--- src/design/cts_pkg.sv ---
// Shared types and constants for the column texel stepper.
`default_nettype none

package cts_pkg;

   localparam int FRAC_BITS  = 16;
   localparam int ACC_W      = 48;                   // coordinate accumulator, no wrap in 2048 steps
   localparam int WORD_W     = 32;
   localparam int WHOLE_W    = ACC_W - FRAC_BITS;
   localparam int COORD_W    = 12;
   localparam int ROW_W      = 11;
   localparam int CNT_W      = 12;
   localparam int LEN_W      = 11;
   localparam int CY_W       = 28;
   localparam int IDX_W      = 16;
   localparam int DIFF_W     = ROW_W + FRAC_BITS + 2;
   localparam int PROD_W     = DIFF_W + WORD_W;
   localparam int MAG_W      = 17;                   // integer part magnitude fed to the remainder unit
   localparam int REM_W      = LEN_W + 1;
   localparam int DIV_CNT_W  = $clog2(MAG_W);
   localparam int CSR_IDX_W  = 2;
   localparam int CSR_DATA_W = CY_W;

   localparam logic [CSR_IDX_W-1:0] CSR_CENTER_Y = 2'd0;
   localparam logic [CSR_IDX_W-1:0] CSR_SCREEN_W = 2'd1;
   localparam logic [CSR_IDX_W-1:0] CSR_SCREEN_H = 2'd2;

   localparam logic [COORD_W-1:0] RESET_SCREEN_W = 12'd320;
   localparam logic [COORD_W-1:0] RESET_SCREEN_H = 12'd200;

   localparam logic CMD_START = 1'b0;
   localparam logic CMD_STEP  = 1'b1;

   typedef enum logic [1:0] {
      MODE_MASK     = 2'd0,
      MODE_NOHEIGHT = 2'd1,
      MODE_MODULO   = 2'd2
   } wrap_mode_type;

   typedef struct packed {
      logic                      cmd;
      logic signed [COORD_W-1:0] column_x;
      logic signed [COORD_W-1:0] row_top;
      logic signed [COORD_W-1:0] row_bottom;
      logic signed [WORD_W-1:0]  texture_mid;
      logic signed [WORD_W-1:0]  frac_step;
      logic [LEN_W-1:0]          source_length;
      logic [LEN_W-1:0]          texture_height;
   } req_type;

   typedef struct packed {
      logic signed [IDX_W-1:0] texel_index;
      logic [ROW_W-1:0]        screen_row;
      logic                    last_pixel;
   } rsp_type;

   typedef struct packed {
      logic start_load;
      logic cancel;
      logic mul;
      logic sum;
      logic fix;
      logic step;
      logic div_load;
      logic div_iter;
      logic div_store;
   } dp_cmd_type;

   typedef struct packed {
      logic out_free;
      logic start_ok;
      logic active;
      logic step_wraps;
      logic start_wraps;
   } dp_stat_type;

endpackage

`default_nettype wire

--- src/design/cts_ctrl.sv ---
// Sequencer for the column texel stepper: start setup, pixel steps, serial wrap.
`default_nettype none

module cts_ctrl (
   input  wire logic               clock,
   input  wire logic               reset,
   input  wire logic               req_valid,
   input  wire logic               req_cmd,
   output logic                    req_ready,
   input  wire cts_pkg::dp_stat_type stat,
   output cts_pkg::dp_cmd_type     cmd
);
   import cts_pkg::*;

   typedef enum logic [2:0] {
      ST_IDLE,
      ST_MUL,
      ST_SUM,
      ST_FIX,
      ST_DIV
   } state_type;

   localparam logic [DIV_CNT_W-1:0] DIV_LAST = DIV_CNT_W'(MAG_W - 1);

   state_type            state_ff, state_in;
   logic [DIV_CNT_W-1:0] cnt_ff, cnt_in;
   logic                 accept;

   always_comb begin
      cmd       = '0;
      state_in  = state_ff;
      cnt_in    = cnt_ff;
      req_ready = (state_ff == ST_IDLE) && stat.out_free;
      accept    = req_valid && req_ready;
      unique case (state_ff)
         ST_IDLE: begin
            if (accept) begin
               if (req_cmd == CMD_START) begin
                  if (stat.start_ok) begin
                     cmd.start_load = 1'b1;
                     state_in       = ST_MUL;
                  end else begin
                     cmd.cancel = 1'b1;
                  end
               end else if (stat.active) begin
                  cmd.step = 1'b1;
                  if (stat.step_wraps) begin
                     cmd.div_load = 1'b1;
                     cnt_in       = '0;
                     state_in     = ST_DIV;
                  end
               end
            end
         end
         ST_MUL: begin
            cmd.mul  = 1'b1;
            state_in = ST_SUM;
         end
         ST_SUM: begin
            cmd.sum  = 1'b1;
            state_in = ST_FIX;
         end
         ST_FIX: begin
            cmd.fix = 1'b1;
            if (stat.start_wraps) begin
               cmd.div_load = 1'b1;
               cnt_in       = '0;
               state_in     = ST_DIV;
            end else begin
               state_in = ST_IDLE;
            end
         end
         ST_DIV: begin
            cmd.div_iter = 1'b1;
            cnt_in       = cnt_ff + 1'b1;
            if (cnt_ff == DIV_LAST) begin
               cmd.div_store = 1'b1;
               state_in      = ST_IDLE;
            end
         end
         default: state_in = ST_IDLE;
      endcase
   end

   always_ff @(posedge clock) begin
      if (reset) begin
         state_ff <= ST_IDLE;
         cnt_ff   <= '0;
      end else begin
         state_ff <= state_in;
         cnt_ff   <= cnt_in;
      end
   end

endmodule

`default_nettype wire

--- src/design/cts_dp.sv ---
// Datapath: column registers, start multiply, coordinate stepping, serial remainder.
`default_nettype none

module cts_dp (
   input  wire logic                          clock,
   input  wire logic                          reset,
   input  wire cts_pkg::req_type              req,
   output cts_pkg::rsp_type                   rsp,
   output logic                               rsp_valid,
   input  wire logic                          rsp_ready,
   input  wire logic signed [cts_pkg::CY_W-1:0]    center_y_frac,
   input  wire logic [cts_pkg::COORD_W-1:0]   screen_width,
   input  wire logic [cts_pkg::COORD_W-1:0]   screen_height,
   input  wire cts_pkg::dp_cmd_type           cmd,
   output cts_pkg::dp_stat_type               stat
);
   import cts_pkg::*;

   localparam logic signed [WHOLE_W-1:0] MINUS_ONE = '1;

   logic signed [ACC_W-1:0]  frac_acc_ff;
   logic signed [WORD_W-1:0] step_ff;
   logic signed [WORD_W-1:0] mid_ff;
   logic signed [DIFF_W-1:0] diff_ff;
   logic signed [WORD_W-1:0] prod_ff;
   logic [CNT_W-1:0]         pixels_left_ff;
   logic [ROW_W-1:0]         row_now_ff;
   wrap_mode_type            mode_ff;
   logic [LEN_W-1:0]         len_ff;
   logic [LEN_W-1:0]         height_ff;
   logic [LEN_W-1:0]         rem_ff;
   logic [MAG_W-1:0]         mag_ff;
   logic                     neg_ff;
   logic [FRAC_BITS-1:0]     lo_ff;
   rsp_type                  rsp_ff;
   logic                     rsp_valid_ff;

   logic signed [ACC_W-1:0]   frac_sum;
   logic signed [WHOLE_W-1:0] whole;
   logic signed [WHOLE_W-1:0] sum_whole;
   logic signed [PROD_W-1:0]  prod_full;
   logic [LEN_W-1:0]          len_m1;
   logic [IDX_W-1:0]          idx;
   logic                      wrap_on;
   logic                      bad_column;
   wrap_mode_type             mode_new;
   logic signed [ACC_W-1:0]   div_src;
   logic signed [WHOLE_W-1:0] div_whole;
   logic [REM_W-1:0]          rem_shift;
   logic [LEN_W-1:0]          rem_next;
   logic [LEN_W-1:0]          res_whole;

   assign frac_sum  = frac_acc_ff + {{(ACC_W-WORD_W){step_ff[WORD_W-1]}}, step_ff};
   assign whole     = frac_acc_ff[ACC_W-1:FRAC_BITS];
   assign sum_whole = frac_sum[ACC_W-1:FRAC_BITS];
   assign prod_full = PROD_W'(diff_ff) * PROD_W'(step_ff);
   assign len_m1    = len_ff - 1'b1;
   assign wrap_on   = (mode_ff == MODE_MODULO) && (height_ff != '0);

   always_comb begin
      unique case (mode_ff)
         MODE_MASK:     idx = whole[IDX_W-1:0] & IDX_W'(len_m1);
         MODE_NOHEIGHT: idx = whole[IDX_W-1:0];
         MODE_MODULO: begin
            if (whole < MINUS_ONE)
               idx = '1;
            else if (whole > $signed(WHOLE_W'(len_ff)))
               idx = IDX_W'(len_ff);
            else
               idx = whole[IDX_W-1:0];
         end
         default:       idx = whole[IDX_W-1:0];
      endcase
   end

   always_comb begin
      bad_column = (req.row_bottom < req.row_top) ||
                   req.column_x[COORD_W-1] ||
                   ($unsigned(req.column_x) >= screen_width) ||
                   req.row_top[COORD_W-1] ||
                   (!req.row_bottom[COORD_W-1] &&
                    ($unsigned(req.row_bottom) >= screen_height));
      if (req.source_length == '0)
         mode_new = MODE_NOHEIGHT;
      else if ((req.source_length & (req.source_length - 1'b1)) == '0)
         mode_new = MODE_MASK;
      else
         mode_new = MODE_MODULO;
   end

   // remainder unit: integer part modulo texture height, fraction bits ride along
   always_comb begin
      div_src   = cmd.step ? frac_sum : frac_acc_ff;
      div_whole = div_src[ACC_W-1:FRAC_BITS];
      rem_shift = {rem_ff, mag_ff[MAG_W-1]};
      if (rem_shift >= REM_W'(height_ff))
         rem_next = LEN_W'(rem_shift - REM_W'(height_ff));
      else
         rem_next = rem_shift[LEN_W-1:0];
      // floor modulo for a negative coordinate
      if (neg_ff && (rem_next != '0))
         res_whole = height_ff - rem_next;
      else
         res_whole = rem_next;
   end

   always_comb begin
      stat.out_free    = !rsp_valid_ff || rsp_ready;
      stat.start_ok    = !bad_column;
      stat.active      = (pixels_left_ff != '0);
      stat.step_wraps  = wrap_on && (sum_whole >= $signed(WHOLE_W'(height_ff)));
      stat.start_wraps = wrap_on;
   end

   // control state
   always_ff @(posedge clock) begin
      if (reset) begin
         pixels_left_ff <= '0;
         mode_ff        <= MODE_MASK;
         rsp_valid_ff   <= 1'b0;
      end else begin
         if (cmd.start_load) begin
            pixels_left_ff <= CNT_W'(req.row_bottom - req.row_top) + CNT_W'(1);
            mode_ff        <= mode_new;
         end else if (cmd.cancel) begin
            pixels_left_ff <= '0;
         end else if (cmd.step) begin
            pixels_left_ff <= pixels_left_ff - 1'b1;
         end
         if (cmd.step)
            rsp_valid_ff <= 1'b1;
         else if (rsp_ready)
            rsp_valid_ff <= 1'b0;
      end
   end

   // payload
   always_ff @(posedge clock) begin
      if (cmd.start_load) begin
         row_now_ff <= req.row_top[ROW_W-1:0];
         mid_ff     <= req.texture_mid;
         step_ff    <= req.frac_step;
         len_ff     <= req.source_length;
         height_ff  <= req.texture_height;
         diff_ff    <= $signed({2'b00, req.row_top[ROW_W-1:0], {FRAC_BITS{1'b0}}}) -
                       DIFF_W'(center_y_frac);
      end else if (cmd.step) begin
         row_now_ff <= row_now_ff + 1'b1;
      end

      if (cmd.mul)
         prod_ff <= prod_full[FRAC_BITS+WORD_W-1:FRAC_BITS];

      if (cmd.sum)
         frac_acc_ff <= ACC_W'(mid_ff) + ACC_W'(prod_ff);
      else if (cmd.fix && (mode_ff == MODE_NOHEIGHT) && frac_acc_ff[ACC_W-1])
         frac_acc_ff <= frac_sum;
      else if (cmd.step)
         frac_acc_ff <= frac_sum;
      else if (cmd.div_store)
         frac_acc_ff <= ACC_W'({res_whole, lo_ff});

      if (cmd.step) begin
         rsp_ff.texel_index <= idx;
         rsp_ff.screen_row  <= row_now_ff;
         rsp_ff.last_pixel  <= (pixels_left_ff == CNT_W'(1));
      end

      if (cmd.div_load) begin
         neg_ff <= div_src[ACC_W-1];
         mag_ff <= div_src[ACC_W-1] ? MAG_W'(-div_whole) : MAG_W'(div_whole);
         lo_ff  <= div_src[FRAC_BITS-1:0];
         rem_ff <= '0;
      end else if (cmd.div_iter) begin
         rem_ff <= rem_next;
         mag_ff <= {mag_ff[MAG_W-2:0], 1'b0};
      end
   end

   assign rsp       = rsp_ff;
   assign rsp_valid = rsp_valid_ff;

endmodule

`default_nettype wire

--- src/design/column_texel_stepper.sv ---
// Column texel stepper: a start request sets up one screen column (start coordinate
// mid + ((top<<16) - center_y) * step >> 16 and a wrap mode chosen from the source
// length); each step request while pixels remain then returns one texel index, its
// screen row and a last-pixel flag. When a modulo-wrapped coordinate reaches the
// texture height, the step is followed by a wrap through a one-bit-per-cycle remainder
// unit. A start goes through load, multiply, add and fixup, then the same remainder
// pass for a modulo column with a nonzero height; a rejected start clears the column.
// A request is taken while idle and the response register is free or being emptied.
`default_nettype none

module column_texel_stepper (
   input  wire logic                            clock,
   input  wire logic                            reset,
   input  wire logic                            csr_we,
   input  wire logic [cts_pkg::CSR_IDX_W-1:0]   csr_index,
   input  wire logic [cts_pkg::CSR_DATA_W-1:0]  csr_wdata,
   input  wire logic                            req_valid,
   output logic                                 req_ready,
   input  wire cts_pkg::req_type                req,
   output logic                                 rsp_valid,
   input  wire logic                            rsp_ready,
   output cts_pkg::rsp_type                     rsp
);
   import cts_pkg::*;

   logic signed [CY_W-1:0] center_y_ff;
   logic [COORD_W-1:0]     screen_w_ff;
   logic [COORD_W-1:0]     screen_h_ff;
   dp_cmd_type             dp_cmd;
   dp_stat_type            dp_stat;

   always_ff @(posedge clock) begin
      if (reset) begin
         center_y_ff <= '0;
         screen_w_ff <= RESET_SCREEN_W;
         screen_h_ff <= RESET_SCREEN_H;
      end else if (csr_we) begin
         unique case (csr_index)
            CSR_CENTER_Y: center_y_ff <= csr_wdata;
            CSR_SCREEN_W: screen_w_ff <= csr_wdata[COORD_W-1:0];
            CSR_SCREEN_H: screen_h_ff <= csr_wdata[COORD_W-1:0];
            default: ;
         endcase
      end
   end

   cts_ctrl u_ctrl (
      .clock     (clock),
      .reset     (reset),
      .req_valid (req_valid),
      .req_cmd   (req.cmd),
      .req_ready (req_ready),
      .stat      (dp_stat),
      .cmd       (dp_cmd)
   );

   cts_dp u_dp (
      .clock         (clock),
      .reset         (reset),
      .req           (req),
      .rsp           (rsp),
      .rsp_valid     (rsp_valid),
      .rsp_ready     (rsp_ready),
      .center_y_frac (center_y_ff),
      .screen_width  (screen_w_ff),
      .screen_height (screen_h_ff),
      .cmd           (dp_cmd),
      .stat          (dp_stat)
   );

endmodule

`default_nettype wire

--- config.mk ---
export PLATFORM = sky130hd
export DESIGN_NAME = column_texel_stepper
export DESIGN_NICKNAME = d
export VERILOG_FILES = /design/src/design/cts_pkg.sv /design/src/design/cts_ctrl.sv /design/src/design/cts_dp.sv /design/src/design/column_texel_stepper.sv
export SDC_FILE = /design/constraint.sdc
export NUM_CORES = 2
export LEC_CHECK = 0
export CAP_MARGIN = 10
export CORE_MARGIN = 5
export CORE_UTILIZATION = 50
export CTS_CLUSTER_DIAMETER = 60
export DETAILED_ROUTE_END_ITERATION = 6
export DONT_BUFFER_PORTS = 1
export GPL_TIMING_DRIVEN = 1
export PLACE_DENSITY = 0.71
export SLEW_MARGIN = 20
export SYNTH_ARGS = -nofsm -noshare
export SYNTH_HDL_FRONTEND = slang
export SYNTH_HIERARCHICAL = 1
export SYNTH_SLANG_ARGS = --single-unit
--- constraint.sdc ---
create_clock -name clock -period 7.9 [get_ports clock]
set_clock_uncertainty 0.2 [all_clocks]
set_input_delay 0 -clock clock [delete_from_list [all_inputs] [get_ports clock]]
set_output_delay 0 -clock clock [all_outputs]
set_load 0.01 [all_outputs]
Word-level counts from Yosys, hierarchy flattened. Index checks and enable logic that the tools add are counted.

Register bits after elaboration: 354. Output and inout bits: 30. Word-level logic and storage cells: 152.

Add/sub/neg operators: 13. Multiply operators: 1. Order comparisons: 7. Eq/ne operators: 19. Multiplexer cells: 53. Bitwise operators: 2. Reduce and logical (&&, ||, !) cells: 34.

Operator list (number): $mux 48 (5); $mux 17 (3); $add 48x48->48 (1); $mul 29x32->48 (1); $mux 11 (4); $mux 12 (3); $add 32x32->33 (1); $ge 32x12->1 (1); $gt 32x12->1 (1); $lt 32x1->1 const B (1); $mux 16 (2); $pmux 16 s2 (1); $sub 28x28->29 (1); $mux 5 (5); $ge 12x12->1 (2); $logic_not 11->1 (2); $reduce_bool 11->1 (2); $sub 11x1->11 const B (2); $sub 11x11->11 (2); $mux 3 (7); $mux 2 (9); $neg 17->17 (1); $and 16x11->16 (1); $pmux 3 s5 (1); other kinds (33) (70).

Longest topological paths before layout.
Depth in word-level cells: 12. Gate-level depth with buffers: 31. Gate-level depth less buffers: 28.

Cells and area by module. Netlist, hierarchy kept.

Modules (own cells, without submodules): cts_dp (times used 1, cells an instance 4957, area an instance 47558.1 um2, seq. area each 8568.2 um2); column_texel_stepper (times used 1, cells an instance 206, area an instance 2200.9 um2, seq. area each 1041.0 um2); cts_ctrl (times used 1, cells an instance 60, area an instance 531.8 um2, seq. area each 160.2 um2).

Worst setup path after synthesis. Ideal clock, no wire load.

Kind: register -> register. Start: register u_dp.step_ff[31]. End: register u_dp.prod_ff[31], data pin. Setup time: 0.260 ns. Data arrival time: 7.463 ns. Slack: -0.023 ns. Stages on the path, launching flop included: 30. Period minus slack after synthesis: 7.923 ns. Cell sequence: edfxtp_1 > clkbuf_1 > clkbuf_1 > nand2_1 > inv_1 > fa_1 > fa_1 > fa_1 > inv_1 > fa_1 > inv_1 > fa_1 > fa_1 > fa_1 > inv_1 > fa_1 > inv_1 > ha_1 > clkbuf_1 > a21o_1 > a21o_1 > a21o_1 > a21o_1 > a21oi_1 > o21ai_0 > a21oi_1 > o21ai_0 > o21a_1 > nor2_1 > xnor2_1.

Cells in the longest elaborated chain, start to end: 1.

Ends and longest elaborated chain: start: declaration (line cts_dp.sv:22) `logic signed [WORD_W-1:0] step_ff;`; start signal: assignment (line cts_dp.sv:142) `step_ff <= req.frac_step;`; $mul 29x32->48 (line cts_dp.sv:56) `assign prod_full = PROD_W'(diff_ff) * PROD_W'(step_ff);`; net u_dp.prod_full[47] (line cts_dp.sv:41) `logic signed [PROD_W-1:0] prod_full;`; end signal: assignment (line cts_dp.sv:152) `prod_ff <= prod_full[FRAC_BITS+WORD_W-1:FRAC_BITS];`; end: declaration (line cts_dp.sv:25) `logic signed [WORD_W-1:0] prod_ff;`.

The timed path passes the listed nets, and every way through them passes these cells. A chain may end at the register's enable or synchronous reset.

Worst setup path in the final report.
Start: register u_dp.diff_ff[9]. End: register u_dp.prod_ff[28], data pin.

Cells in the longest elaborated chain, start to end: 1.

Ends and longest elaborated chain: start: declaration (line cts_dp.sv:24) `logic signed [DIFF_W-1:0] diff_ff;`; start signal: assignment (line cts_dp.sv:145) `diff_ff <= $signed({2'b00, req.row_top[ROW_W-1:0], {FRAC_BITS{1'b0}}}) -`; $mul 29x32->48 (line cts_dp.sv:56); net u_dp.prod_full[44] (line cts_dp.sv:41).

The timed path passes the listed nets, and every way through them passes these cells.

==> impl_results.md <==
* Status: finished, final reports clean
* Slowest cell on crit path: fa_1
* Clock Power Share at between 10% and 20%
* Area taken by flip-flops and latches at about 9800 um^2
* TritonCTS clock tree: done
* Routability Congestion at just over 0.9
* Comb pwr share at ~60%
* CP required at 8.01 ns
* Synth Flop Type: edfxtp_1
* Area occupied by multi-input gates at around 36,000 um^2
* Pre-CTS setup slack at -0.0942 ns
* GRT met1 Usage at a little over a third
* Synth cell types at around 120
* RSZ-0062 raised after global routing: true
* CTS max path bufs at 3
* Initial DRT Pass Iterations at 7
* Crit end category: flip-flop
* Min-delay worst type: input port to flip-flop
* Vias at 39,000
* Vias in the first global route at 41,300
* Die Wd at around 330 um
* Reg2reg path depth at 30
* Final hold viol count at 0
* Crit start category: flip-flop
* Nets at between 6,000 and 7,000
* Switching power at 4.75 mW
* Slew headroom at slightly below 30%
* Ports at ~190
* Post-DR vias/cell at 5.68
* Final non-filler cell area at between 50,000 and 60,000 um^2
* Synthesized Nets at approximately 6,500
* Antenna Nets Post-Route at 0
* # H-tree levels at 2
* Worst-Margin Slew at ~1.1 ns
* Core Region at roughly 100,000 um^2
* Total wire length at 145,000 um
* Chip height at between 300 and 400 um
* Post-synth EDFFs at about 270
* Filler cells at 8,315
* CP Max Fanout at 14
* GRT busiest layer: met2
* Max Cap Viol at 0
* Row cnt at 116
* Layout cells sized above 1 at between 7 and 8%
* Yosys warnings at 6
* Initial core utilization at between 50% and 60%
* Hold WS at about 0.032 ns
* Synth Register Bits at about 350
* Static leakage at about 26 nW
* Seq pwr share at 22.5%
* Largest net degree at the start of global routing at roughly 120
* M2 GR Usage at a little under half
* Total CTS buffers at 38
* Full die area at around 110,000 um^2
* Post-Synthesis Cells at about 5,200
* WHS Path Cells at 2
* Worst-Skew Late Latency at about 0.58 ns
* WS Path Type: flip-flop to flip-flop
* R2R setup slack at between 0.07 and 0.08 ns
* Switch share at a little over two fifths
* IO buf count at 0
* Cell mode on critical path: fa_1
* Async S/R FF share, synth at 0%
* Initial antenna violation count at 7
* Remaining DRCs at 0
* Pwr Density at roughly 200 nW/um^2
* Cell Area, Placed at between 50,000 and 60,000 um^2
* Drt initial violations at approximately 3,300
* TritonCTS Sinks at between 300 and 400
* Fin worst setup slack at about 0.076 ns
* Root Buffer: clkbuf_16
* Min Tclk post-route at about 7.8 ns
* Total track usage at 27.1%
* Cell-internal power at roughly 6.5 mW
* M3 GR Usage at about 5%
* Routed WL per cell at around 21 um
* CP arrival at 7.93 ns
* Gr ovfl total at 0
* VDD IR max at 319 uV
* Pins over their slew limit at 0
* Post-DP HPWL at between 100,000 and 150,000 um
* Avg Inst Size Synth at ~9.6 um^2
* Crit share post-route at between 90% and 100%
* # setup viols final at 0
* Post-synthesis sequential area ratio at between 15 and 20%
* Design Power at roughly 11 mW
* First-pass GRT wire length at 229,000 um
* Slowest stage delay, CP at 0.51 ns
* Fmax achieved at between 0.1 and 0.15 GHz
* Clock slew at reported path FFs at approximately 0.07 ns
* Layout area overhead at 14.7%
* Mapped Area at 50,300 um^2
[power groups by stage]
stage	sequential (mW)	clock, mW	combinational, mW
final	2.52	1.92	6.76
after floorplan	2.50	0	4.09
after CTS	2.51	1.93	6.32
after global routing	2.53	2.02	7.40
after global placement	2.55	0	6.00
after detailed placement	2.55	0	6.13
[metrics by stage]
stage | std cells | setup TNS (ns) | utilization [%]
2_1_floorplan | 5223 | 0 | -
3_3_place_gp | 6480 | -0.167 | 52.9
3_5_place_dp | 6480 | -0.297 | 52.9
4_1_cts | 6844 | 0 | 57.1
5_1_grt | 6866 | -0.485 | 57.7
6_report | 6866 | 0 | 57.7
[state kept, by name (all words and copies together), names as in the netlist]
register,count
u_dp/pixels_left_ff,12
u_dp/mode_ff,2
u_dp/mag_ff,17
u_dp/rsp_valid,1
u_dp/prod_ff,32
u_dp/neg_ff,1
u_dp/mid_ff,32
u_ctrl/state_ff,3
u_dp/lo_ff,16
screen_w_ff,12
u_dp/frac_acc_ff,48
u_dp/height_ff,11
u_dp/rsp,28
u_dp/len_ff,11
center_y_ff,28
u_dp/rem_ff,11
u_dp/row_now_ff,11
u_dp/step_ff,32
screen_h_ff,12
u_dp/diff_ff,29
u_ctrl/cnt_ff,5
[layer usage]
layer,wire length (um),vias up
li1,-,17200
met1,56500,19700
met2,69900,1762
met3,12100,383
met4,6790,2
met5,13,-
[placed cells by master (no fill, tap or decap), drive strengths merged, types with 38 or more instances in the layout]
master	n
a21o	67
mux2i	82
xnor2	143
o21a	38
and2	475
buf	215
xor2	68
nand2b	103
a211oi	44
nand3	47
nand2	530
edfxtp	268
dlygate4sd3	291
a21oi	181
ha	349
dfxtp	86
o21ai	142
nor3	56
inv	935
fa	807
nor2	179
clkbuf	48
[logic make-up (layout without fill, tap and decap cells)]
logic type,after synthesis,after routing,synth area share (%)
xor+xnor,211,211,3.69
other cells,0,4,0
flops,354,354,19.4
fa+ha+maj,1157,1157,40.8
mux,112,112,2.31
buf+inv,1169,1510,9.02
simple gates,1565,1565,16.0
compound gates,655,655,8.74
[repair_timing]
action,4_1_cts,5_1_grt
hold endpoints to repair,186,0
buffers inserted,3,17
endpoints found under the setup margin,10,52
pin swaps,1,56
cloned,0,2
resized for setup,8,76
hold buffers,292,0
[Yosys cell counts, drive strengths merged, types with 47 or more instances]
| cell type | instances | area share, % |
|---|---|---|
| inv | 932 | 7.0 |
| fa | 807 | 32 |
| nand2 | 530 | 4.0 |
| and2 | 475 | 5.9 |
| ha | 349 | 8.7 |
| edfxtp | 268 | 16 |
| clkbuf | 203 | 1.5 |
| a21oi | 181 | 1.9 |
| nor2 | 179 | 1.4 |
| xnor2 | 143 | 2.5 |
| o21ai | 142 | 1.4 |
| nand2b | 103 | 1.3 |
| dfxtp | 86 | 3.4 |
| mux2i | 82 | 1.6 |
| xor2 | 68 | 1.2 |
| a21o | 67 | 1.0 |
| nor3 | 56 | 0.56 |
| nand3 | 47 | 0.47 |
[worst max-delay path: cells and delay by family, from the launching register on]
family                     cells  cell delay, ns
AOI/OAI and AO/OA              7            1.04
xor gates and xnor gates       1            0.14
adders and majority gates      9            4.05
and+or+nand+nor                4            0.66
buffers and inverters          9            1.06
DFF                            1            0.41
[cell type report]
class | count | share of cell area, %
multi-input cells | 3700 | 63.0
clock buffers | 46 | 1.72
well taps | 1298 | 2.82
inverters | 933 | 6.08
clock inverters | 23 | 0.503
diodes | 4 | 0.0174
flip-flops and latches | 354 | 16.9
repair buffers | 508 | 8.90
[path summary, 6_finish.rpt]
| path | start | to |
|---|---|---|
| worst max-delay path | u_dp/diff_ff[9]$_DFFE_PP_ | u_dp/prod_ff[28]$_DFFE_PP_ |
| worst min-delay path | csr_index[0] | screen_h_ff[8]$_SDFFE_PP0P_ |
| worst max register to register | u_dp/diff_ff[9]$_DFFE_PP_ | u_dp/prod_ff[28]$_DFFE_PP_ |
| worst min register to register | center_y_ff[25]$_SDFFE_PP0P_ | center_y_ff[25]$_SDFFE_PP0P_ |
Note: power is estimated with default switching activity, not from simulation.
